## config.mk

```make
export PLATFORM = sky130hd
export DESIGN_NAME = combined_lcg_shuffle_rng_top
export DESIGN_NICKNAME = d
export VERILOG_FILES = /design/src/rtl/clsr_pkg.sv /design/src/rtl/combined_lcg_shuffle_rng_top.sv /design/src/rtl/clsr_ram.sv /design/src/rtl/clsr_mulmod.sv
export SDC_FILE = /design/constraint.sdc
export NUM_CORES = 2
export LEC_CHECK = 0
export CORE_ASPECT_RATIO = 1.25
export CORE_MARGIN = 3
export CORE_UTILIZATION = 35
export CTS_CLUSTER_DIAMETER = 80
export DETAILED_ROUTE_END_ITERATION = 10
export DONT_BUFFER_PORTS = 1
export PLACE_DENSITY = 0.51
export SLEW_MARGIN = 5
export SYNTH_ARGS = -nofsm -noshare
export SYNTH_HDL_FRONTEND = slang
export SYNTH_SLANG_ARGS = --single-unit
```

## constraint.sdc

```tcl
create_clock -name clk -period 9.19 [get_ports clk]
set_clock_uncertainty 0.2 [all_clocks]
set_input_delay 0.4595 -clock clk [delete_from_list [all_inputs] [get_ports clk]]
set_output_delay 0.4595 -clock clk [all_outputs]
set_load 0.01 [all_outputs]
```

## src/rtl/clsr_pkg.sv

```systemverilog
// Shared constants, codes and types for the combined LCG shuffle generator.
package clsr_pkg;

  // Shuffle table geometry and seeding length
  localparam int TABLE_ENTRIES = 32;
  localparam int WARMUP_STEPS  = 8;
  localparam int TOTAL_STEPS   = TABLE_ENTRIES + WARMUP_STEPS;
  localparam int IDX_W         = (TABLE_ENTRIES > 1) ? $clog2(TABLE_ENTRIES) : 1;
  localparam int STEP_W        = $clog2(TOTAL_STEPS + 1);

  // Value widths
  localparam int VAL_W  = 31;
  localparam int MUL_W  = 16;
  localparam int PROD_W = VAL_W + MUL_W;
  localparam int FOLD_W = 8;

  // Generator constants
  localparam logic [VAL_W-1:0] MOD_ONE      = 31'd2147483563;
  localparam logic [VAL_W-1:0] MOD_TWO      = 31'd2147483399;
  localparam logic [VAL_W-1:0] MOD_ONE_LESS = 31'd2147483562;
  localparam logic [VAL_W-1:0] SEED_LIMIT   = 31'd2147383562;
  localparam logic [MUL_W-1:0] MUL_ONE      = 16'd40014;
  localparam logic [MUL_W-1:0] MUL_TWO      = 16'd40692;

  // 2^31 mod m for each modulus, used to fold the high product bits back in
  localparam logic [FOLD_W-1:0] FOLD_ONE = 8'(64'h8000_0000 - 64'(MOD_ONE));
  localparam logic [FOLD_W-1:0] FOLD_TWO = 8'(64'h8000_0000 - 64'(MOD_TWO));

  // Bucket width that maps the previous output onto a table index
  localparam longint DIVISOR = 64'd2147483562 / TABLE_ENTRIES + 1;

  // Operation codes
  typedef enum logic {
    OP_DRAW = 1'b0,
    OP_SEED = 1'b1
  } op_t;

  // Sequencer states
  typedef enum logic [2:0] {
    ST_IDLE,
    ST_MUL,
    ST_FOLD,
    ST_STORE,
    ST_COMBINE
  } state_t;

endpackage

```

## src/rtl/combined_lcg_shuffle_rng_top.sv

```systemverilog
// Top level of the combined two-LCG random generator with shuffle table.
//
// Each transfer on the input carries an operation: draw or reseed. A draw
// returns one 31-bit number in 1..2147483562. It steps the first and then
// the second generator; the result register loads in the combine state,
// later if the previous result is still waiting there. A reseed returns
// nothing and runs TABLE_ENTRIES + WARMUP_STEPS steps of the first
// generator. Both use the single multiply-and-reduce unit, which takes each
// generator step through the MUL, FOLD and STORE states and serves both
// generators in turn. The block takes one item at a time; a finished draw
// sits in the output register while the next item is accepted. Reseed before
// the first draw: the shuffle table holds nothing meaningful until then.
module combined_lcg_shuffle_rng_top (
  input  logic                       clk,
  input  logic                       rst_n,
  input  logic                       in_valid,
  output logic                       in_ready,
  input  logic                       in_operation,
  input  logic [31:0]                in_seed_value,
  output logic                       out_valid,
  input  logic                       out_ready,
  output logic [clsr_pkg::VAL_W-1:0] out_random_value
);
  import clsr_pkg::*;

  state_t             state_r, state_nxt;
  op_t                op_r, op_nxt;
  logic               two_r, two_nxt;
  logic [STEP_W-1:0]  step_r, step_nxt;
  logic [IDX_W-1:0]   idx_r, idx_nxt;
  logic [VAL_W-1:0]   g1_r, g1_nxt;
  logic [VAL_W-1:0]   g2_r, g2_nxt;
  logic [VAL_W-1:0]   last_r, last_nxt;
  logic               out_valid_r, out_valid_nxt;
  logic [VAL_W-1:0]   out_data_r, out_data_nxt;

  logic [VAL_W-1:0]   seed_masked;
  logic [VAL_W-1:0]   seed_clean;
  logic [IDX_W-1:0]   draw_idx;
  logic [VAL_W-1:0]   mm_x;
  logic [VAL_W-1:0]   mm_result;
  logic               ram_wr_en;
  logic [IDX_W-1:0]   ram_wr_addr;
  logic [VAL_W-1:0]   ram_wr_data;
  logic               ram_rd_en;
  logic [VAL_W-1:0]   ram_rd_data;
  logic               entry_gt;
  logic [VAL_W:0]     y_sum;
  logic [VAL_W-1:0]   draw_y;

  // shared multiply-reduce unit
  assign mm_x = two_r ? g2_r : g1_r;

  clsr_mulmod u_mulmod (
    .clk     (clk),
    .use_two (two_r),
    .x       (mm_x),
    .result  (mm_result)
  );

  // shuffle table
  clsr_ram #(
    .WIDTH (VAL_W),
    .DEPTH (TABLE_ENTRIES)
  ) u_table (
    .clk     (clk),
    .wr_en   (ram_wr_en),
    .wr_addr (ram_wr_addr),
    .wr_data (ram_wr_data),
    .rd_en   (ram_rd_en),
    .rd_addr (draw_idx),
    .rd_data (ram_rd_data)
  );

  // clean up the seed: zero or out-of-range seeds become one
  always_comb begin
    seed_masked = in_seed_value[VAL_W-1:0];
    if (seed_masked == '0 || seed_masked > SEED_LIMIT) begin
      seed_clean = VAL_W'(1);
    end else begin
      seed_clean = seed_masked;
    end
  end

  // table index: count the bucket boundaries at or below the last output
  always_comb begin
    draw_idx = '0;
    for (int k = 1; k < TABLE_ENTRIES; k++) begin
      if ({1'b0, last_r} >= 32'(k * DIVISOR)) begin
        draw_idx = IDX_W'(k);
      end
    end
  end

  // entry minus second generator, wrapped into 1..m1-1
  always_comb begin
    entry_gt = ram_rd_data > g2_r;
    y_sum    = {1'b0, ram_rd_data} - {1'b0, g2_r}
             + (entry_gt ? '0 : {1'b0, MOD_ONE_LESS});
    draw_y   = y_sum[VAL_W-1:0];
  end

  // sequencer: next state and datapath updates
  always_comb begin
    state_nxt     = state_r;
    op_nxt        = op_r;
    two_nxt       = two_r;
    step_nxt      = step_r;
    idx_nxt       = idx_r;
    g1_nxt        = g1_r;
    g2_nxt        = g2_r;
    last_nxt      = last_r;
    out_valid_nxt = out_valid_r && !out_ready;
    out_data_nxt  = out_data_r;
    ram_wr_en     = 1'b0;
    ram_wr_addr   = idx_r;
    ram_wr_data   = g1_r;
    ram_rd_en     = 1'b0;

    case (state_r)
      ST_IDLE: begin
        if (in_valid) begin
          op_nxt    = op_t'(in_operation);
          two_nxt   = 1'b0;
          state_nxt = ST_MUL;
          if (op_t'(in_operation) == OP_SEED) begin
            g1_nxt   = seed_clean;
            g2_nxt   = seed_clean;
            step_nxt = STEP_W'(TOTAL_STEPS - 1);
          end else begin
            // fetch the entry picked by the previous output
            ram_rd_en = 1'b1;
            idx_nxt   = draw_idx;
          end
        end
      end
      ST_MUL: begin
        state_nxt = ST_FOLD;
      end
      ST_FOLD: begin
        state_nxt = ST_STORE;
      end
      ST_STORE: begin
        if (op_r == OP_SEED) begin
          // advance the first generator, fill the table on the last steps
          g1_nxt = mm_result;
          if (step_r < STEP_W'(TABLE_ENTRIES)) begin
            ram_wr_en   = 1'b1;
            ram_wr_addr = step_r[IDX_W-1:0];
            ram_wr_data = mm_result;
          end
          if (step_r == '0) begin
            last_nxt  = mm_result;
            state_nxt = ST_IDLE;
          end else begin
            step_nxt  = step_r - STEP_W'(1);
            state_nxt = ST_MUL;
          end
        end else if (!two_r) begin
          g1_nxt    = mm_result;
          two_nxt   = 1'b1;
          state_nxt = ST_MUL;
        end else begin
          g2_nxt    = mm_result;
          state_nxt = ST_COMBINE;
        end
      end
      ST_COMBINE: begin
        // hold until the output register is free, then refill the entry
        if (!out_valid_r || out_ready) begin
          ram_wr_en     = 1'b1;
          ram_wr_addr   = idx_r;
          ram_wr_data   = g1_r;
          last_nxt      = draw_y;
          out_valid_nxt = 1'b1;
          out_data_nxt  = draw_y;
          state_nxt     = ST_IDLE;
        end
      end
      default: begin
        state_nxt = ST_IDLE;
      end
    endcase
  end

  // control and generator registers
  always_ff @(posedge clk) begin
    if (!rst_n) begin
      state_r     <= ST_IDLE;
      out_valid_r <= 1'b0;
      g1_r        <= VAL_W'(1);
      g2_r        <= VAL_W'(1);
      op_r        <= OP_DRAW;
      two_r       <= 1'b0;
      step_r      <= '0;
    end else begin
      state_r     <= state_nxt;
      out_valid_r <= out_valid_nxt;
      g1_r        <= g1_nxt;
      g2_r        <= g2_nxt;
      op_r        <= op_nxt;
      two_r       <= two_nxt;
      step_r      <= step_nxt;
    end
  end

  // payload registers
  always_ff @(posedge clk) begin
    idx_r      <= idx_nxt;
    last_r     <= last_nxt;
    out_data_r <= out_data_nxt;
  end

  assign in_ready         = (state_r == ST_IDLE);
  assign out_valid        = out_valid_r;
  assign out_random_value = out_data_r;

endmodule

```

## src/rtl/clsr_ram.sv

```systemverilog
// Generic simple dual-port RAM with registered read.
module clsr_ram #(
  parameter int WIDTH = 31,
  parameter int DEPTH = 32
) (
  input  logic                     clk,
  input  logic                     wr_en,
  input  logic [$clog2(DEPTH)-1:0] wr_addr,
  input  logic [WIDTH-1:0]         wr_data,
  input  logic                     rd_en,
  input  logic [$clog2(DEPTH)-1:0] rd_addr,
  output logic [WIDTH-1:0]         rd_data
);

  logic [WIDTH-1:0] mem_r [DEPTH];

  // write port
  always_ff @(posedge clk) begin
    if (wr_en) begin
      mem_r[wr_addr] <= wr_data;
    end
  end

  // registered read port
  always_ff @(posedge clk) begin
    if (rd_en) begin
      rd_data <= mem_r[rd_addr];
    end
  end

endmodule

```

## src/rtl/clsr_mulmod.sv

```systemverilog
// Shared multiply and constant-modulus reduction unit, two register stages.
module clsr_mulmod (
  input  logic                       clk,
  input  logic                       use_two,
  input  logic [clsr_pkg::VAL_W-1:0] x,
  output logic [clsr_pkg::VAL_W-1:0] result
);
  import clsr_pkg::*;

  logic [PROD_W-1:0]  prod_r;
  logic [PROD_W-1:0]  prod_nxt;
  logic               two_s1_r;
  logic [VAL_W:0]     fold_r;
  logic [VAL_W:0]     fold_nxt;
  logic               two_s2_r;
  logic [MUL_W-1:0]   mul_const;
  logic [FOLD_W-1:0]  fold_const;
  logic [VAL_W:0]     mod_ext;

  // multiply by the generator's multiplier
  always_comb begin
    mul_const = use_two ? MUL_TWO : MUL_ONE;
    prod_nxt  = {{MUL_W{1'b0}}, x} * {{VAL_W{1'b0}}, mul_const};
  end

  // fold bits above 2^31 back in as hi * (2^31 mod m); sum stays below 2m
  always_comb begin
    fold_const = two_s1_r ? FOLD_TWO : FOLD_ONE;
    fold_nxt   = {{(VAL_W + 1 - MUL_W){1'b0}}, prod_r[PROD_W-1:VAL_W]}
               * {{(VAL_W + 1 - FOLD_W){1'b0}}, fold_const}
               + {1'b0, prod_r[VAL_W-1:0]};
  end

  always_ff @(posedge clk) begin
    prod_r   <= prod_nxt;
    two_s1_r <= use_two;
    fold_r   <= fold_nxt;
    two_s2_r <= two_s1_r;
  end

  // one conditional subtract finishes the reduction
  always_comb begin
    mod_ext = {1'b0, (two_s2_r ? MOD_TWO : MOD_ONE)};
    if (fold_r >= mod_ext) begin
      result = VAL_W'(fold_r - mod_ext);
    end else begin
      result = fold_r[VAL_W-1:0];
    end
  end

endmodule

```

==> run metrics <==
placed cell area 0.0710 mm²; Worst Hold Class input port to flip-flop; Worst slew margin 0.129; Synth area leaders edfxtp_1 (48%), fa_1 (12%), ha_1 (5.8%); crit share post-route 0.897; leakage 28.7 nW; Max Fanout on Critical Path 41; Cell variety after synth 84; Post-synth EDFFs 1090; Die Ht 498 µm; syn avg cell area 12.4 µm²; Net Count, Synth 6193; Netlist Area Pre-Place 0.0677 mm²; hold_sp rst_n; row cnt 179; Worst-path clk slew 0.06 ns; Synth Warn # 0; Routed Wire Length 210 mm; CTS tree done; # clock sinks 1244; layout cells sized above 1 0.0798; Top Usage Layer GRT met2; max-slew violation count 0; final setup TNS 0 ns; Synth top area share 0.484; M3 GR Usage 0.0290; setup violators final 0; Worst VDD drop 0.562 mV; Syn Inst Count 5442; Worst Hold End op_r$_SDFFE_PN0P_; Reg2Reg Capture Point u_mulmod.prod_r[43]$_DFF_P_; register-to-register setup slack 0.95 ns; Worst Tran Pin Value 1.30 ns; status completed; Total Nets Final 6165; met1 GRT Util 0.273; die area 0.199 mm²; max-cap violations 0; 1st-pass router iterations 6; FFs w/ async S/R, synth 0; Root Driver clkbuf_16; Post-synth top cells edfxtp_1 (1090), inv_1 (487), a211oi_1 (431), fa_1 (403), and3_1 (384); Worst R2R Path Depth 23; top-count cell post-synth edfxtp_1; io pins 70; Worst Path Required 9.64 ns; DRT iter0 DRCs 4290; reg2reg start two_r$_SDFFE_PN0P_; synthesis-to-layout area growth 11.7%; DRC viols 0; grt met2 use 0.347; Yosys top cell by area edfxtp_1; vias in the first global route 44800; routability cong. 0.919; CP endpoint kind flip-flop; Fill cells 18100; sequential fraction of the synthesis area 0.529; global route overflow 0; via density per instance 5.58; Port Buffers 0; total CTS buffers 131; clk_lat worst skew 0.79 ns; Synth Register Bits 1244; # H-tree levels 4; Longest Clk Path Bufs 3; Worst Path Arrival 8.69 ns; Power Density 313 mW/mm²; die width 399 µm; core area 0.191 mm²; Post-Layout Inst Area 0.0756 mm²; initial antenna violation count 8; Fmax 0.121 GHz; Routed Antenna Nets 0; DP Wirelength 134 mm; setup bufs post-CTS 0; DR vias 44900; Setup CP Type flip-flop to flip-flop; min Tclk post-route 8.24 ns; ys flop type edfxtp_1; Worst setup SP type flip-flop; largest net degree at the start of global routing 171; unrepaired setup endpoints after global routing false; DR WL/cell 26.1 µm; Hold Path Stages 2; Initial Util 0.354; All-Layer GR Usage 0.209; final hold vios 0; first-pass GRT wire length 307 mm; CTS-repair resized insts 0
==> registers in the layout, indices dropped and copies added (netlist names), 3 cells and up <==
signal / cells
last_r: 31
idx_r: 5
u_table.rd_data: 31
out_random_value: 31
u_mulmod.fold_r: 32
g2_r: 31
step_r: 6
u_table.mem_r: 992
u_mulmod.prod_r: 46
g1_r: 31
state_r: 3
==> worst max path at each step <==
stage | start | end | cells past startpoint
finish | two_r$_SDFFE_PN0P_ | u_mulmod.prod_r[43]$_DFF_P_ | 23
global route | two_r$_SDFFE_PN0P_ | u_mulmod.prod_r[43]$_DFF_P_ | 23
CTS | two_r$_SDFFE_PN0P_ | u_mulmod.prod_r[43]$_DFF_P_ | 23
detailed placement | two_r$_SDFFE_PN0P_ | u_mulmod.prod_r[43]$_DFF_P_ | 23
global placement | two_r$_SDFFE_PN0P_ | u_mulmod.prod_r[43]$_DFF_P_ | 23
floorplan | two_r$_SDFFE_PN0P_ | u_mulmod.prod_r[45]$_DFF_P_ | 24
==> cell families after synthesis <==
| logic type | share of synthesized area |
|---|---|
| and+or+nand+nor | 0.107 |
| xor gates and xnor gates | 0.0145 |
| adders and majority gates | 0.177 |
| buffers and inverters | 0.0469 |
| muxes | 0.00141 |
| AOI/OAI and AO/OA | 0.124 |
| DFF | 0.529 |
| other | 0.0000554 |
==> critical path, stage by stage, from the launching register on <==
cell and delay, ns:
dfxtp_1 0.32, inv_2 0.43, nor2_1 0.26, a21oi_1 0.33
inv_1 0.25, fa_1 0.55, fa_1 0.55, inv_1 0.07
fa_1 0.47, fa_1 0.50, inv_1 0.06, fa_1 0.50
fa_1 0.49, ha_1 0.40, and4_1 0.28, o211ai_1 0.12
nor4bb_1 0.50, o41a_1 0.26, o21a_1 0.17, o221ai_1 0.22
o21ai_0 0.58, nand2_1 0.10, a21bo_2 0.23, a221oi_1 0.26
==> through the flow <==
step / utilization / power, W / instances / hold WS [ns] / setup WS (ns)
floorplan: - / 0.0151 / 5442 / 0.129 / 1.18
global placement: 0.371 / 0.0187 / 7777 / 0.256 / 1.00
detailed placement: 0.371 / 0.0188 / 7777 / 0.257 / 0.945
CTS: 0.395 / 0.0241 / 8045 / 0.0127 / 0.877
global route: 0.395 / 0.0256 / 8045 / 0.105 / 0.272
finish: 0.395 / 0.0237 / 8046 / 0.0952 / 0.948
==> power breakdown <==
group,internal (W),switching [W]
Sequential,0.00672,0.000329
Clock,0.00291,0.00229
Combinational,0.00450,0.00695
==> what timing repair did <==
item,in CTS,in global routing
hold buffers,38,0
endpoints found under the setup margin,0,0
endpoints found under the hold margin,75,0
==> cell type report <==
cell class | count | area (µm²) | area share
Sequential cell | 1244 | 35800 | 0.474
Inverter | 491 | 1840 | 0.0244
Multi-Input combinational cell | 3391 | 29200 | 0.386
Timing Repair Buffer | 155 | 1380 | 0.0183
Clock inverter | 70 | 682 | 0.00902
Clock buffer | 160 | 3500 | 0.0463
Tap cell | 2534 | 3170 | 0.0419
Antenna cell | 1 | 2.50 | 0.0000331
==> layer usage <==
layer | vias to the layer above | part of all wire
met5 | - | 0.00023
li1 | 20100 | -
met4 | 6 | 0.046
met2 | 1493 | 0.49
met3 | 387 | 0.054
met1 | 22900 | 0.41
==> layout by cell type (no fill, tap or decap), drive strengths merged, types with 77 or more instances in the layout <==
cell,instances
edfxtp,1090
inv,498
a211oi,431
fa,403
and3,384
ha,311
nand3,292
o21ai,256
nor2,243
nand2,179
a21oi,168
clkbuf,160
dfxtp,154
buf,117
xnor2,77
Power figures use the tool's default switching activity.
